### config.mk
export PLATFORM = sky130hd
export DESIGN_NAME = jtag_debug_transport_module
export DESIGN_NICKNAME = d
export VERILOG_FILES = /design/src/hdl/jdtm_pkg.sv /design/src/hdl/jdtm_tap_fsm.sv /design/src/hdl/jdtm_dtm.sv /design/src/hdl/jdtm_out_buf.sv /design/src/hdl/jtag_debug_transport_module.sv
export SDC_FILE = /design/constraint.sdc
export NUM_CORES = 1
export LEC_CHECK = 0
export BUFFER_PORTS_ARGS = -buffer_cell sky130_fd_sc_hd__buf_4
export CAP_MARGIN = 20
export CORE_AREA = 8 8 209 231
export CTS_BUF_LIST = sky130_fd_sc_hd__clkbuf_4
export CTS_CLUSTER_DIAMETER = 100
export DETAILED_ROUTE_END_ITERATION = 16
export DIE_AREA = 0 0 217 239
export HOLD_SLACK_MARGIN = 0.12
export PLACE_DENSITY = 0.53
export RECOVER_POWER = 25
export SLEW_MARGIN = 10
export SYNTH_ARGS = -nofsm -noshare
export SYNTH_HDL_FRONTEND = slang
export SYNTH_HIERARCHICAL = 1
export SYNTH_SLANG_ARGS = --single-unit
export TNS_END_PERCENT = 10
### constraint.sdc
create_clock -name clock -period 5.6 [get_ports clock]
set_input_delay 1.68 -clock clock [delete_from_list [all_inputs] [get_ports clock]]
set_output_delay 1.68 -clock clock [all_outputs]
set_load 0.02 [all_outputs]
### src/hdl/jdtm_pkg.sv
// jdtm_pkg: shared types and constants for the jtag debug transport module
// no dependencies; imported by every module of the block
`default_nettype none

package jdtm_pkg;

   localparam int ADDR_BITS_DEFAULT = 7;
   localparam int IR_BITS_DEFAULT   = 5;

   localparam int DATA_W     = 32;
   localparam int OUT_ADDR_W = 7;
   localparam int CSR_IDX_W  = 1;

   localparam logic [7:0] INS_IDCODE = 8'h01;
   localparam logic [7:0] INS_DTMCS  = 8'h10;
   localparam logic [7:0] INS_DMI    = 8'h11;
   localparam logic [7:0] IR_CAPTURE = 8'h05;

   localparam logic [DATA_W-1:0] IDCODE_RESET = 32'h04F5484D;
   localparam logic [DATA_W-1:0] DTMCS_RESET  = 32'h00000071;

   localparam logic [CSR_IDX_W-1:0] CSR_IDCODE = 1'b0;
   localparam logic [CSR_IDX_W-1:0] CSR_DTMCS  = 1'b1;

   localparam logic [1:0] DMI_OP_NOP = 2'd0;

   typedef enum logic [1:0] {
      KIND_PIN   = 2'd0,
      KIND_RESET = 2'd1,
      KIND_BUS   = 2'd2,
      KIND_NONE  = 2'd3
   } kind_type;

   typedef enum logic [3:0] {
      TAP_TLR   = 4'd0,
      TAP_RTI   = 4'd1,
      TAP_SELDR = 4'd2,
      TAP_CAPDR = 4'd3,
      TAP_SHDR  = 4'd4,
      TAP_EX1DR = 4'd5,
      TAP_PDR   = 4'd6,
      TAP_EX2DR = 4'd7,
      TAP_UPDR  = 4'd8,
      TAP_SELIR = 4'd9,
      TAP_CAPIR = 4'd10,
      TAP_SHIR  = 4'd11,
      TAP_EX1IR = 4'd12,
      TAP_PIR   = 4'd13,
      TAP_EX2IR = 4'd14,
      TAP_UPIR  = 4'd15
   } tap_state_type;

   typedef struct packed {
      logic in_tlr;
      logic in_rti;
      logic in_capdr;
      logic in_shdr;
      logic in_updr;
      logic in_capir;
      logic in_shir;
      logic in_upir;
   } tap_ctrl_type;

   typedef struct packed {
      logic                  tdo;
      logic                  bus_req_valid;
      logic [OUT_ADDR_W-1:0] bus_req_addr;
      logic [1:0]            bus_req_op;
      logic [DATA_W-1:0]     bus_req_data;
      logic                  bus_rsp_ready;
      logic                  debug_reset_n;
      logic                  command_done;
      logic                  accepting;
   } rsp_payload_type;

endpackage

`default_nettype wire

### src/hdl/jdtm_tap_fsm.sv
// jdtm_tap_fsm: 16-state jtag tap controller with current-state decode
// depends on jdtm_pkg
`default_nettype none

module jdtm_tap_fsm (
   input  wire logic                  clock,
   input  wire logic                  reset,
   input  wire logic                  step,
   input  wire logic                  tms,
   input  wire logic                  force_rti,
   output jdtm_pkg::tap_ctrl_type     ctrl
);
   import jdtm_pkg::*;

   tap_state_type tap_state_ff;
   tap_state_type tap_state_in;

   always_comb begin
      tap_state_in = tap_state_ff;
      if (force_rti) begin
         tap_state_in = TAP_RTI;
      end else if (step) begin
         unique case (tap_state_ff)
            TAP_TLR:   tap_state_in = tms ? TAP_TLR   : TAP_RTI;
            TAP_RTI:   tap_state_in = tms ? TAP_SELDR : TAP_RTI;
            TAP_SELDR: tap_state_in = tms ? TAP_SELIR : TAP_CAPDR;
            TAP_CAPDR: tap_state_in = tms ? TAP_EX1DR : TAP_SHDR;
            TAP_SHDR:  tap_state_in = tms ? TAP_EX1DR : TAP_SHDR;
            TAP_EX1DR: tap_state_in = tms ? TAP_UPDR  : TAP_PDR;
            TAP_PDR:   tap_state_in = tms ? TAP_EX2DR : TAP_PDR;
            TAP_EX2DR: tap_state_in = tms ? TAP_UPDR  : TAP_SHDR;
            TAP_UPDR:  tap_state_in = tms ? TAP_SELDR : TAP_RTI;
            TAP_SELIR: tap_state_in = tms ? TAP_TLR   : TAP_CAPIR;
            TAP_CAPIR: tap_state_in = tms ? TAP_EX1IR : TAP_SHIR;
            TAP_SHIR:  tap_state_in = tms ? TAP_EX1IR : TAP_SHIR;
            TAP_EX1IR: tap_state_in = tms ? TAP_UPIR  : TAP_PIR;
            TAP_PIR:   tap_state_in = tms ? TAP_EX2IR : TAP_PIR;
            TAP_EX2IR: tap_state_in = tms ? TAP_UPIR  : TAP_SHIR;
            TAP_UPIR:  tap_state_in = tms ? TAP_SELDR : TAP_RTI;
            default:   tap_state_in = TAP_TLR;
         endcase
      end
   end

   always_comb begin
      ctrl = '0;
      unique case (tap_state_ff)
         TAP_TLR:   ctrl.in_tlr   = 1'b1;
         TAP_RTI:   ctrl.in_rti   = 1'b1;
         TAP_CAPDR: ctrl.in_capdr = 1'b1;
         TAP_SHDR:  ctrl.in_shdr  = 1'b1;
         TAP_UPDR:  ctrl.in_updr  = 1'b1;
         TAP_CAPIR: ctrl.in_capir = 1'b1;
         TAP_SHIR:  ctrl.in_shir  = 1'b1;
         TAP_UPIR:  ctrl.in_upir  = 1'b1;
         default:   ctrl          = '0;
      endcase
   end

   always_ff @(posedge clock) begin
      if (reset) begin
         tap_state_ff <= TAP_TLR;
      end else begin
         tap_state_ff <= tap_state_in;
      end
   end

endmodule

`default_nettype wire

### src/hdl/jdtm_dtm.sv
// jdtm_dtm: instruction/data registers, dmi request logic and config registers
// depends on jdtm_pkg and jdtm_tap_fsm
`default_nettype none

module jdtm_dtm #(
   parameter int ADDR_BITS = jdtm_pkg::ADDR_BITS_DEFAULT,
   parameter int IR_BITS   = jdtm_pkg::IR_BITS_DEFAULT
) (
   input  wire logic                               clock,
   input  wire logic                               reset,
   input  wire logic                               accept,
   input  wire logic [1:0]                         kind,
   input  wire logic                               tck,
   input  wire logic                               tms,
   input  wire logic                               tdi,
   input  wire logic                               trst,
   input  wire logic                               bus_req_ready,
   input  wire logic                               bus_rsp_valid,
   input  wire logic [jdtm_pkg::DATA_W-1:0]        bus_rsp_data,
   input  wire logic [1:0]                         bus_rsp_code,
   input  wire logic                               csr_write_en,
   input  wire logic [jdtm_pkg::CSR_IDX_W-1:0]     csr_index,
   input  wire logic [jdtm_pkg::DATA_W-1:0]        csr_wdata,
   output jdtm_pkg::rsp_payload_type               payload,
   output logic                                    outstanding
);
   import jdtm_pkg::*;

   localparam int DMI_LEN = 34 + ADDR_BITS;
   localparam int LEN_W   = $clog2(DMI_LEN + 1);

   logic [DATA_W-1:0]    idcode_ff, idcode_in;
   logic [DATA_W-1:0]    dtmcs_ff, dtmcs_in;
   logic [IR_BITS-1:0]   instr_shift_ff, instr_shift_in;
   logic [IR_BITS-1:0]   instr_cur_ff, instr_cur_in;
   logic [DMI_LEN-1:0]   data_shift_ff, data_shift_in;
   logic [DMI_LEN-1:0]   data_cap_ff, data_cap_in;
   logic [LEN_W-1:0]     data_len_ff, data_len_in;
   logic                 tdo_ff, tdo_in;
   logic                 outstanding_ff, outstanding_in;
   logic                 req_valid_ff, req_valid_in;
   logic [ADDR_BITS-1:0] req_addr_ff, req_addr_in;
   logic [1:0]           req_op_ff, req_op_in;
   logic [DATA_W-1:0]    req_data_ff, req_data_in;
   logic                 reset_n_ff, reset_n_in;

   logic                 pin_ok;
   logic                 step;
   logic                 rst_cmd;
   logic                 bus_sample;
   logic                 done;
   logic [DMI_LEN-1:0]   shifted;
   logic [ADDR_BITS+OUT_ADDR_W-1:0] addr_wide;
   tap_ctrl_type         ctrl;

   assign pin_ok     = accept && (kind == KIND_PIN) && !outstanding_ff;
   assign step       = pin_ok && tck;
   assign rst_cmd    = accept && (kind == KIND_RESET) && !outstanding_ff;
   assign bus_sample = accept && (kind == KIND_BUS);

   jdtm_tap_fsm u_tap_fsm (
      .clock     (clock),
      .reset     (reset),
      .step      (step),
      .tms       (tms),
      .force_rti (rst_cmd && trst),
      .ctrl      (ctrl)
   );

   // shift right, tdi enters just above the captured length
   always_comb begin
      for (int i = 0; i < DMI_LEN; i++) begin
         shifted[i] = (data_len_ff == LEN_W'(i + 1)) ? tdi : 1'b0;
         if (i + 1 < DMI_LEN) begin
            shifted[i] = shifted[i] | data_shift_ff[i + 1];
         end
      end
   end

   always_comb begin
      idcode_in      = idcode_ff;
      dtmcs_in       = dtmcs_ff;
      instr_shift_in = instr_shift_ff;
      instr_cur_in   = instr_cur_ff;
      data_shift_in  = data_shift_ff;
      data_cap_in    = data_cap_ff;
      data_len_in    = data_len_ff;
      tdo_in         = tdo_ff;
      outstanding_in = outstanding_ff;
      req_valid_in   = req_valid_ff;
      req_addr_in    = req_addr_ff;
      req_op_in      = req_op_ff;
      req_data_in    = req_data_ff;
      reset_n_in     = reset_n_ff;
      done           = 1'b0;

      if (csr_write_en) begin
         unique case (csr_index)
            CSR_IDCODE: idcode_in = csr_wdata;
            CSR_DTMCS:  dtmcs_in  = csr_wdata;
         endcase
      end

      if (pin_ok && !tck) begin
         tdo_in = ctrl.in_shdr ? data_shift_ff[0] : instr_shift_ff[0];
      end

      if (step) begin
         if (ctrl.in_tlr) begin
            reset_n_in   = 1'b0;
            instr_cur_in = IR_BITS'(INS_IDCODE);
            done         = 1'b1;
         end
         if (ctrl.in_rti) begin
            reset_n_in = 1'b1;
         end
         if (ctrl.in_capdr) begin
            case (instr_cur_ff)
               IR_BITS'(INS_IDCODE): begin
                  data_shift_in = DMI_LEN'(idcode_ff);
                  data_len_in   = LEN_W'(DATA_W);
               end
               IR_BITS'(INS_DTMCS): begin
                  data_shift_in = DMI_LEN'(dtmcs_ff);
                  data_len_in   = LEN_W'(DATA_W);
               end
               IR_BITS'(INS_DMI): begin
                  data_shift_in = data_cap_ff;
                  data_len_in   = LEN_W'(DMI_LEN);
               end
               default: begin
                  data_shift_in = '0;
                  data_len_in   = LEN_W'(1);
               end
            endcase
         end
         if (ctrl.in_shdr) begin
            data_shift_in = shifted;
         end
         if (ctrl.in_updr) begin
            data_cap_in = data_shift_ff;
            if ((instr_cur_ff == IR_BITS'(INS_DMI)) && (data_shift_ff[1:0] != DMI_OP_NOP)) begin
               outstanding_in = 1'b1;
               req_valid_in   = 1'b1;
               req_addr_in    = data_shift_ff[DMI_LEN-1:34];
               req_op_in      = data_shift_ff[1:0];
               req_data_in    = data_shift_ff[33:2];
               done           = 1'b1;
            end
         end
         if (ctrl.in_capir) begin
            instr_shift_in = IR_BITS'(IR_CAPTURE);
         end
         if (ctrl.in_shir) begin
            instr_shift_in = {tdi, instr_shift_ff[IR_BITS-1:1]};
         end
         if (ctrl.in_upir) begin
            instr_cur_in = instr_shift_ff;
         end
      end

      if (rst_cmd) begin
         if (trst) begin
            reset_n_in = 1'b0;
         end
         done = 1'b1;
      end

      if (bus_sample) begin
         if (bus_req_ready) begin
            req_valid_in = 1'b0;
         end
         if (bus_rsp_valid) begin
            data_cap_in    = DMI_LEN'({bus_rsp_data, bus_rsp_code});
            outstanding_in = 1'b0;
         end
      end
   end

   assign addr_wide = {{OUT_ADDR_W{1'b0}}, req_addr_in};

   always_comb begin
      payload.tdo           = tdo_in;
      payload.bus_req_valid = req_valid_in;
      payload.bus_req_addr  = addr_wide[OUT_ADDR_W-1:0];
      payload.bus_req_op    = req_op_in;
      payload.bus_req_data  = req_data_in;
      payload.bus_rsp_ready = 1'b1;
      payload.debug_reset_n = reset_n_in;
      payload.command_done  = done;
      payload.accepting     = !outstanding_in;
   end

   assign outstanding = outstanding_ff;

   always_ff @(posedge clock) begin
      if (reset) begin
         idcode_ff      <= IDCODE_RESET;
         dtmcs_ff       <= DTMCS_RESET;
         instr_shift_ff <= '0;
         instr_cur_ff   <= '0;
         data_shift_ff  <= '0;
         data_cap_ff    <= '0;
         data_len_ff    <= '0;
         tdo_ff         <= 1'b0;
         outstanding_ff <= 1'b0;
         req_valid_ff   <= 1'b0;
         req_addr_ff    <= '0;
         req_op_ff      <= '0;
         req_data_ff    <= '0;
         reset_n_ff     <= 1'b0;
      end else begin
         idcode_ff      <= idcode_in;
         dtmcs_ff       <= dtmcs_in;
         instr_shift_ff <= instr_shift_in;
         instr_cur_ff   <= instr_cur_in;
         data_shift_ff  <= data_shift_in;
         data_cap_ff    <= data_cap_in;
         data_len_ff    <= data_len_in;
         tdo_ff         <= tdo_in;
         outstanding_ff <= outstanding_in;
         req_valid_ff   <= req_valid_in;
         req_addr_ff    <= req_addr_in;
         req_op_ff      <= req_op_in;
         req_data_ff    <= req_data_in;
         reset_n_ff     <= reset_n_in;
      end
   end

endmodule

`default_nettype wire

### src/hdl/jdtm_out_buf.sv
// jdtm_out_buf: result register with one skid entry behind it
// depends on jdtm_pkg
`default_nettype none

module jdtm_out_buf (
   input  wire logic                      clock,
   input  wire logic                      reset,
   input  wire logic                      push,
   input  jdtm_pkg::rsp_payload_type      push_data,
   output logic                           push_ready,
   output logic                           out_valid,
   input  wire logic                      out_ready,
   output jdtm_pkg::rsp_payload_type      out_data
);
   import jdtm_pkg::*;

   logic            main_valid_ff;
   logic            skid_valid_ff;
   rsp_payload_type main_ff;
   rsp_payload_type skid_ff;
   logic            pop;

   assign pop        = main_valid_ff && out_ready;
   assign push_ready = !skid_valid_ff;
   assign out_valid  = main_valid_ff;
   assign out_data   = main_ff;

   always_ff @(posedge clock) begin
      if (reset) begin
         main_valid_ff <= 1'b0;
         skid_valid_ff <= 1'b0;
      end else if (pop) begin
         if (skid_valid_ff) begin
            main_valid_ff <= 1'b1;
            skid_valid_ff <= 1'b0;
         end else begin
            main_valid_ff <= push;
         end
      end else if (push) begin
         if (main_valid_ff) begin
            skid_valid_ff <= 1'b1;
         end else begin
            main_valid_ff <= 1'b1;
         end
      end
   end

   always_ff @(posedge clock) begin
      if (pop) begin
         main_ff <= skid_valid_ff ? skid_ff : push_data;
      end else if (push && !main_valid_ff) begin
         main_ff <= push_data;
      end
      if (push && main_valid_ff && !pop) begin
         skid_ff <= push_data;
      end
   end

endmodule

`default_nettype wire

### src/hdl/jtag_debug_transport_module.sv
// jtag_debug_transport_module: top level of the jtag tap and debug transport module
// depends on jdtm_pkg, jdtm_dtm, jdtm_tap_fsm and jdtm_out_buf
`default_nettype none

// One request of any kind is taken per clock cycle while req_ready is high, and
// each gives one result. The tap step, register shift and dmi request update all
// settle combinationally from the state registers into a result register. A one
// entry skid buffer behind it still takes a request in a cycle where rsp_ready
// is low; req_ready then stays low until a pop drains the skid entry into the
// result register, and throughput is one request per cycle while rsp_ready stays
// high. Pin and test-reset requests that arrive while a dmi request is
// outstanding are taken but have no effect.
module jtag_debug_transport_module #(
   parameter int ADDR_BITS = jdtm_pkg::ADDR_BITS_DEFAULT,
   parameter int IR_BITS   = jdtm_pkg::IR_BITS_DEFAULT
) (
   input  wire logic                               clock,
   input  wire logic                               reset,
   input  wire logic                               req_valid,
   output logic                                    req_ready,
   input  wire logic [1:0]                         req_kind,
   input  wire logic                               req_tck,
   input  wire logic                               req_tms,
   input  wire logic                               req_tdi,
   input  wire logic                               req_trst,
   input  wire logic                               req_req_ready,
   input  wire logic                               req_rsp_valid,
   input  wire logic [jdtm_pkg::DATA_W-1:0]        req_rsp_data,
   input  wire logic [1:0]                         req_rsp_code,
   output logic                                    rsp_valid,
   input  wire logic                               rsp_ready,
   output logic                                    rsp_tdo,
   output logic                                    rsp_bus_req_valid,
   output logic [jdtm_pkg::OUT_ADDR_W-1:0]         rsp_bus_req_addr,
   output logic [1:0]                              rsp_bus_req_op,
   output logic [jdtm_pkg::DATA_W-1:0]             rsp_bus_req_data,
   output logic                                    rsp_bus_rsp_ready,
   output logic                                    rsp_debug_reset_n,
   output logic                                    rsp_command_done,
   output logic                                    rsp_accepting,
   input  wire logic                               csr_write_en,
   input  wire logic [jdtm_pkg::CSR_IDX_W-1:0]     csr_index,
   input  wire logic [jdtm_pkg::DATA_W-1:0]        csr_wdata
);
   import jdtm_pkg::*;

   logic            accept;
   logic            outstanding;
   rsp_payload_type core_rsp;
   rsp_payload_type out_rsp;

   assign accept = req_valid && req_ready;

   jdtm_dtm #(
      .ADDR_BITS (ADDR_BITS),
      .IR_BITS   (IR_BITS)
   ) u_dtm (
      .clock         (clock),
      .reset         (reset),
      .accept        (accept),
      .kind          (req_kind),
      .tck           (req_tck),
      .tms           (req_tms),
      .tdi           (req_tdi),
      .trst          (req_trst),
      .bus_req_ready (req_req_ready),
      .bus_rsp_valid (req_rsp_valid),
      .bus_rsp_data  (req_rsp_data),
      .bus_rsp_code  (req_rsp_code),
      .csr_write_en  (csr_write_en),
      .csr_index     (csr_index),
      .csr_wdata     (csr_wdata),
      .payload       (core_rsp),
      .outstanding   (outstanding)
   );

   jdtm_out_buf u_out_buf (
      .clock      (clock),
      .reset      (reset),
      .push       (accept),
      .push_data  (core_rsp),
      .push_ready (req_ready),
      .out_valid  (rsp_valid),
      .out_ready  (rsp_ready),
      .out_data   (out_rsp)
   );

   assign rsp_tdo           = out_rsp.tdo;
   assign rsp_bus_req_valid = out_rsp.bus_req_valid;
   assign rsp_bus_req_addr  = out_rsp.bus_req_addr;
   assign rsp_bus_req_op    = out_rsp.bus_req_op;
   assign rsp_bus_req_data  = out_rsp.bus_req_data;
   assign rsp_bus_rsp_ready = out_rsp.bus_rsp_ready;
   assign rsp_debug_reset_n = out_rsp.debug_reset_n;
   assign rsp_command_done  = out_rsp.command_done;
   assign rsp_accepting     = out_rsp.accepting;

   // held pin or reset request does nothing
   assert property (@(posedge clock) disable iff (reset)
      accept && outstanding && (req_kind == KIND_PIN || req_kind == KIND_RESET)
      |-> !core_rsp.command_done && !core_rsp.accepting)
      else $error("held request changed command state");

   // an empty result register means the skid entry is empty too
   assert property (@(posedge clock) disable iff (reset)
      !rsp_valid |-> req_ready)
      else $error("skid entry occupied with empty result register");

   // outstanding only rises from an issued dmi request
   assert property (@(posedge clock) disable iff (reset)
      $rose(outstanding)
      |-> $past(accept && core_rsp.command_done && core_rsp.bus_req_valid))
      else $error("outstanding set without an issued request");

endmodule

`default_nettype wire

After elaboration in Yosys (flattened, before gate mapping)
Index checks and enable logic that the tools add are counted.
{ "classes": {"n_bitwise": 41, "n_eq_ne": 61, "muxes": 113, "n_reduce_logical": 42} }
{ "ops": {"columns": ["op", "count"], "rows": [
  ["$mux 41", 6],
  ["$mux 47", 3],
  ["$pmux 41 s3", 1],
  ["$eq 6x5->1 const B", 16],
  ["$mux 32", 3],
  ["$mux 1", 79],
  ["$eq 6x6->1 const B", 10],
  ["$eq 6x4->1 const B", 8],
  ["$pmux 4 s12", 1],
  ["$or 1x1->1", 40],
  ["$eq 4x4->1 const B", 8],
  ["$eq 6x3->1 const B", 4],
  ["$mux 7", 3],
  ["$mux 5", 4],
  ["$eq 4x3->1 const B", 4],
  ["$mux 4", 4],
  ["$logic_and 1x1->1", 14],
  ["$reduce_and 2->1", 7],
  ["$reduce_bool 2->1", 7],
  ["$eq 6x2->1 const B", 2],
  ["$mux 2", 6],
  ["$pmux 6 s2", 1],
  ["$eq 5x5->1 const B", 2],
  ["$reduce_or 2->1", 5],
  ["other kinds (12)", 19]
]} }
{ "totals": {"output_inout_bits": 49, "ff_bits": 306, "word_cells": 292, "inputBits": 80} }

Logic depth before layout (Yosys ltp)
{ "logic_depth": {"ltp_word": 11, "ltp_mapped": 11, "mapped_depth_nobuf": 8} }

Modules after synthesis
The synthesis kept the hierarchy.
{ "by_module_without_submodules": {"columns": ["module", "cells_per_inst", "seq_area_each_um2", "instances", "area_each_um2"], "rows": [
  ["jdtm_dtm", 1099, 4083.9, 1, 9075.0],
  ["jdtm_out_buf", 157, 2862.7, 1, 3606.0],
  ["jdtm_tap_fsm", 61, 80.1, 1, 412.9],
  ["jtag_debug_transport_module", 1, 0.0, 1, 6.3]
]} }

Least setup slack after synthesis
OpenSTA, ideal clock, no wires.
{ "synth_timing": {"path_kind": "input to register", "start": "input port req_valid", "end": "register u_out_buf/skid_ff[0] (netlist bit) (enable)", "arrival_ps": 3994, "path_buffers": 0, "required_ps": 5148, "path_slack_ps": 1155, "stages": 3, "setup_ps": 452, "path_cell_list": "and2_1 nand2_1 nor2_1"} }
{ "synth_via": {"elab_chain_len": 3} }
{ "synth_lines": {"columns": ["item", "line", "rtl"], "rows": [
  ["start: declaration", "jtag_debug_transport_module.sv:19", "input wire logic req_valid,"],
  ["$logic_and 1x1->1", "jtag_debug_transport_module.sv:52", "assign accept = req_valid && req_ready;"],
  ["$logic_and 1x1->1 (2 in a row)", "jdtm_out_buf.sv:54", "if (push && main_valid_ff && !pop) begin"],
  ["end signal: assignment", "jdtm_out_buf.sv:55", "skid_ff <= push_data;"],
  ["end: declaration", "jdtm_out_buf.sv:20", "rsp_payload_type skid_ff;"]
]} }
Every way passes these cells.
A chain may end at the register's enable or synchronous reset.

==> results_dict.tcl <==
set metrics [dict create \
    initial_core_util_pct 29.6 \
    io_pins 129 \
    gp_congestion 0.764 \
    ff2ff_path_depth 10 \
    hold_viol 0 \
    rsz0062_at_grt "false" \
    clk_path_buf_depth 3 \
    setup_tns_ns 0 \
    irDropWorstVdd_v 0.000126 \
    synthTopCellsByArea "dfxtp_1, edfxtp_1, nand2_1, mux2i_1, mux2_4" \
    required_ns 6.19 \
    syn2layout_area_growth_pct 18.6 \
    drv_slew 251 \
    ctsResizeCount 0 \
    layout_setup_ws_ns 1.43 \
    grt_first_pass_wirelength_mm 58.6 \
    numPlacedInstances 1944 \
    critPathLaunchType "input port" \
    synthTopCellsByCount "nand2_1, dfxtp_1, edfxtp_1" \
    yosys_register_bits 304 \
    period_share_pct 74.5 \
    core_area_um2 44200 \
    setup_viol 0 \
    synth_cells 1318 \
    finalClockSkew_ns 0.0425 \
    status "finished with violations" \
    p_leak_nw 5.95 \
    end_kind "flip-flop" \
    synth_most_common_cell "nand2_1" \
    drive_gt1_share_pct 23.5 \
    avgSynthCellArea_um2 9.94 \
    cts_hold_buf 0 \
    wl_per_cell_um 18.2 \
    syn_nets 1398 \
    netlist-cell-type-count 59 \
    viasPerCell 4.86 \
    fin_area_um2 15500 \
    cts_max_level 3 \
    syn_area_um2 13100 \
    finalPower_mw 4.69 \
    numPortBuffers 128 \
    die_y_um 239 \
    max_cap_violations 4 \
    clk-insertion-delay-late_ns 0.74 \
    grt_antenna_before_repair 5 \
    grt_pass1_vias 10100 \
    synth_edf_count 94 \
    tightest_slew_ns 2.15 \
    route.vias.total 10100 \
    synth_top_cell_by_area "dfxtp_1" \
    yosysSeqAreaShare_pct 53.6 \
    routed_wirelength_mm 38.0 \
    synth_top_area_share_pct 32.1 \
    min_period_ns 4.17 \
    fmax_ghz 0.240 \
    placed_area_um2 14500 \
    arrival_ns 4.77 \
    rows 81 \
    worstHoldPathType "flip-flop to flip-flop" \
    postCtsSetupRepairBufs 0 \
    pre_cts_ws_ns 1.15 \
    max_slew_margin_pct -43.7 \
    drt_iter0_drc 635 \
    cts_tree "done" \
    grt_usage_pct 14.3 \
    grt-ovfl-total 0 \
    crit_type "input port to flip-flop" \
    grt_max_degree 94 \
    dieWidth_um 217 \
    violations "capacitance limit, slew limit" \
    drc 0 \
    ant_nets 0 \
    firstDrtPassIters 5 \
    power_density_nw_per_um2 302 \
    async_flop_share_pct 0 \
    final_net_count 1523 \
    cts_made_buffers 77 \
    yosys_warnings 6 \
    die-area_um2 51900 \
    ys.flop_type "dfxtp_1" \
    fin_cells 2085 \
    clock_sinks 304 \
    clk_pin_slew_ns 0.06 \
    cp_max_fo 44 \
    ctsRootBufferMaster "clkbuf_4" \
    hpwl_mm 25.3 \
    worstHoldPathCells 2 \
]
==> where the power goes <==
part / internal, mW / switching [mW]
Sequential: 2.33 / 0.0348
Combinational: 0.117 / 0.189
Clock: 1.11 / 0.909
Total: 3.56 / 1.13
==> metrics by stage <==
step           hold slack, ns  utilization, %
2_1_floorplan           0.431               -
3_3_place_gp            0.439            32.7
3_5_place_dp            0.444            32.8
4_1_cts                 0.454            35.1
5_1_grt                 0.470            35.2
6_report                0.453            35.2
==> layout by cell type (no fill, tap or decap), drive strengths merged, types with 3 or more instances in the layout <==
cell type,count
a211oi,4
a22oi,31
bufinv,3
a221oi,13
edfxtp,94
dfxtp,210
o311ai,3
inv,14
nand2,254
nand3,28
and2,5
nor3,74
a32oi,5
mux2i,69
a31oi,7
nor2,94
clkinv,14
nor3b,5
buf,144
o22ai,21
clkbuf,126
o211ai,4
nand2b,5
and3,3
mux2,93
a21oi,88
o32ai,5
o21ai,49
nand4,3
==> worst paths after layout <==
kind,startpoint,to,slack (ns)
max,req_valid,u_out_buf/out_data[45]$_DFFE_PP_,1.43
min,u_dtm/dtmcs_ff[31]$_SDFFE_PP0P_,u_dtm/dtmcs_ff[31]$_SDFFE_PP0P_,0.45
max reg2reg,u_out_buf/skid_valid_ff$_SDFFE_PP0P_,u_out_buf/out_data[45]$_DFFE_PP_,2.04
min reg2reg,u_dtm/dtmcs_ff[31]$_SDFFE_PP0P_,u_dtm/dtmcs_ff[31]$_SDFFE_PP0P_,0.45
==> per-layer routing <==
metal / part of all wire, % / GRT usage, % / wire (um) / up-vias
met5: 0.12 / 0 / 44 / -
met4: 1.9 / 5.50 / 730 / 6
met3: 6.4 / 4.26 / 2440 / 46
met2: 45 / 22.0 / 17100 / 273
met1: 46 / 18.6 / 17600 / 4848
li1: - / - / - / 4966
==> registers in the layout, summed over array words and instances, names as in the netlist <==
name	flops
u_dtm/reset_n_ff	1
u_dtm/u_tap_fsm/tap_state_ff	4
u_dtm/idcode_ff	32
u_dtm/req_valid_ff	1
u_dtm/outstanding	1
u_dtm/dtmcs_ff	32
u_dtm/data_shift_ff	41
u_dtm/instr_cur_ff	5
u_out_buf/out_data	47
u_out_buf/skid_ff	47
u_dtm/instr_shift_ff	5
u_dtm/req_op_ff	2
u_dtm/data_len_ff	3
u_dtm/tdo_ff	1
u_dtm/data_cap_ff	41
u_dtm/req_data_ff	32
u_out_buf/skid_valid_ff	1
u_dtm/req_addr_ff	7
u_out_buf/out_valid	1
==> worst max-delay path, stage by stage <==
cell,delay [ns]
clkbuf_4,0.09
and2_0,0.36
nor4b_4,0.26
clkbuf_1,0.52
and3_1,0.32
buf_4,0.51
o211a_1,0.26
buf_4,0.43
o21a_1,0.18
mux2_2,0.14
==> cells by family after synthesis <==
logic type,Yosys count,synth area share [%]
buf+inv,119,4.36
compound gates,245,11.6
other cells,1,0.0286
simple gates,487,16.2
flops,304,53.6
mux,162,14.1
==> layout make-up <==
class | instances | area, um^2
fill | 4593 | 28600
timing repair buffer | 150 | 1140
clock inverter | 18 | 156
antenna | 2 | 5.00
tap | 581 | 727
clock buffer | 120 | 901
inverter | 15 | 57.6
multi-input combinational | 895 | 5530
sequential | 304 | 7030
Power figures use the tool's default switching activity.
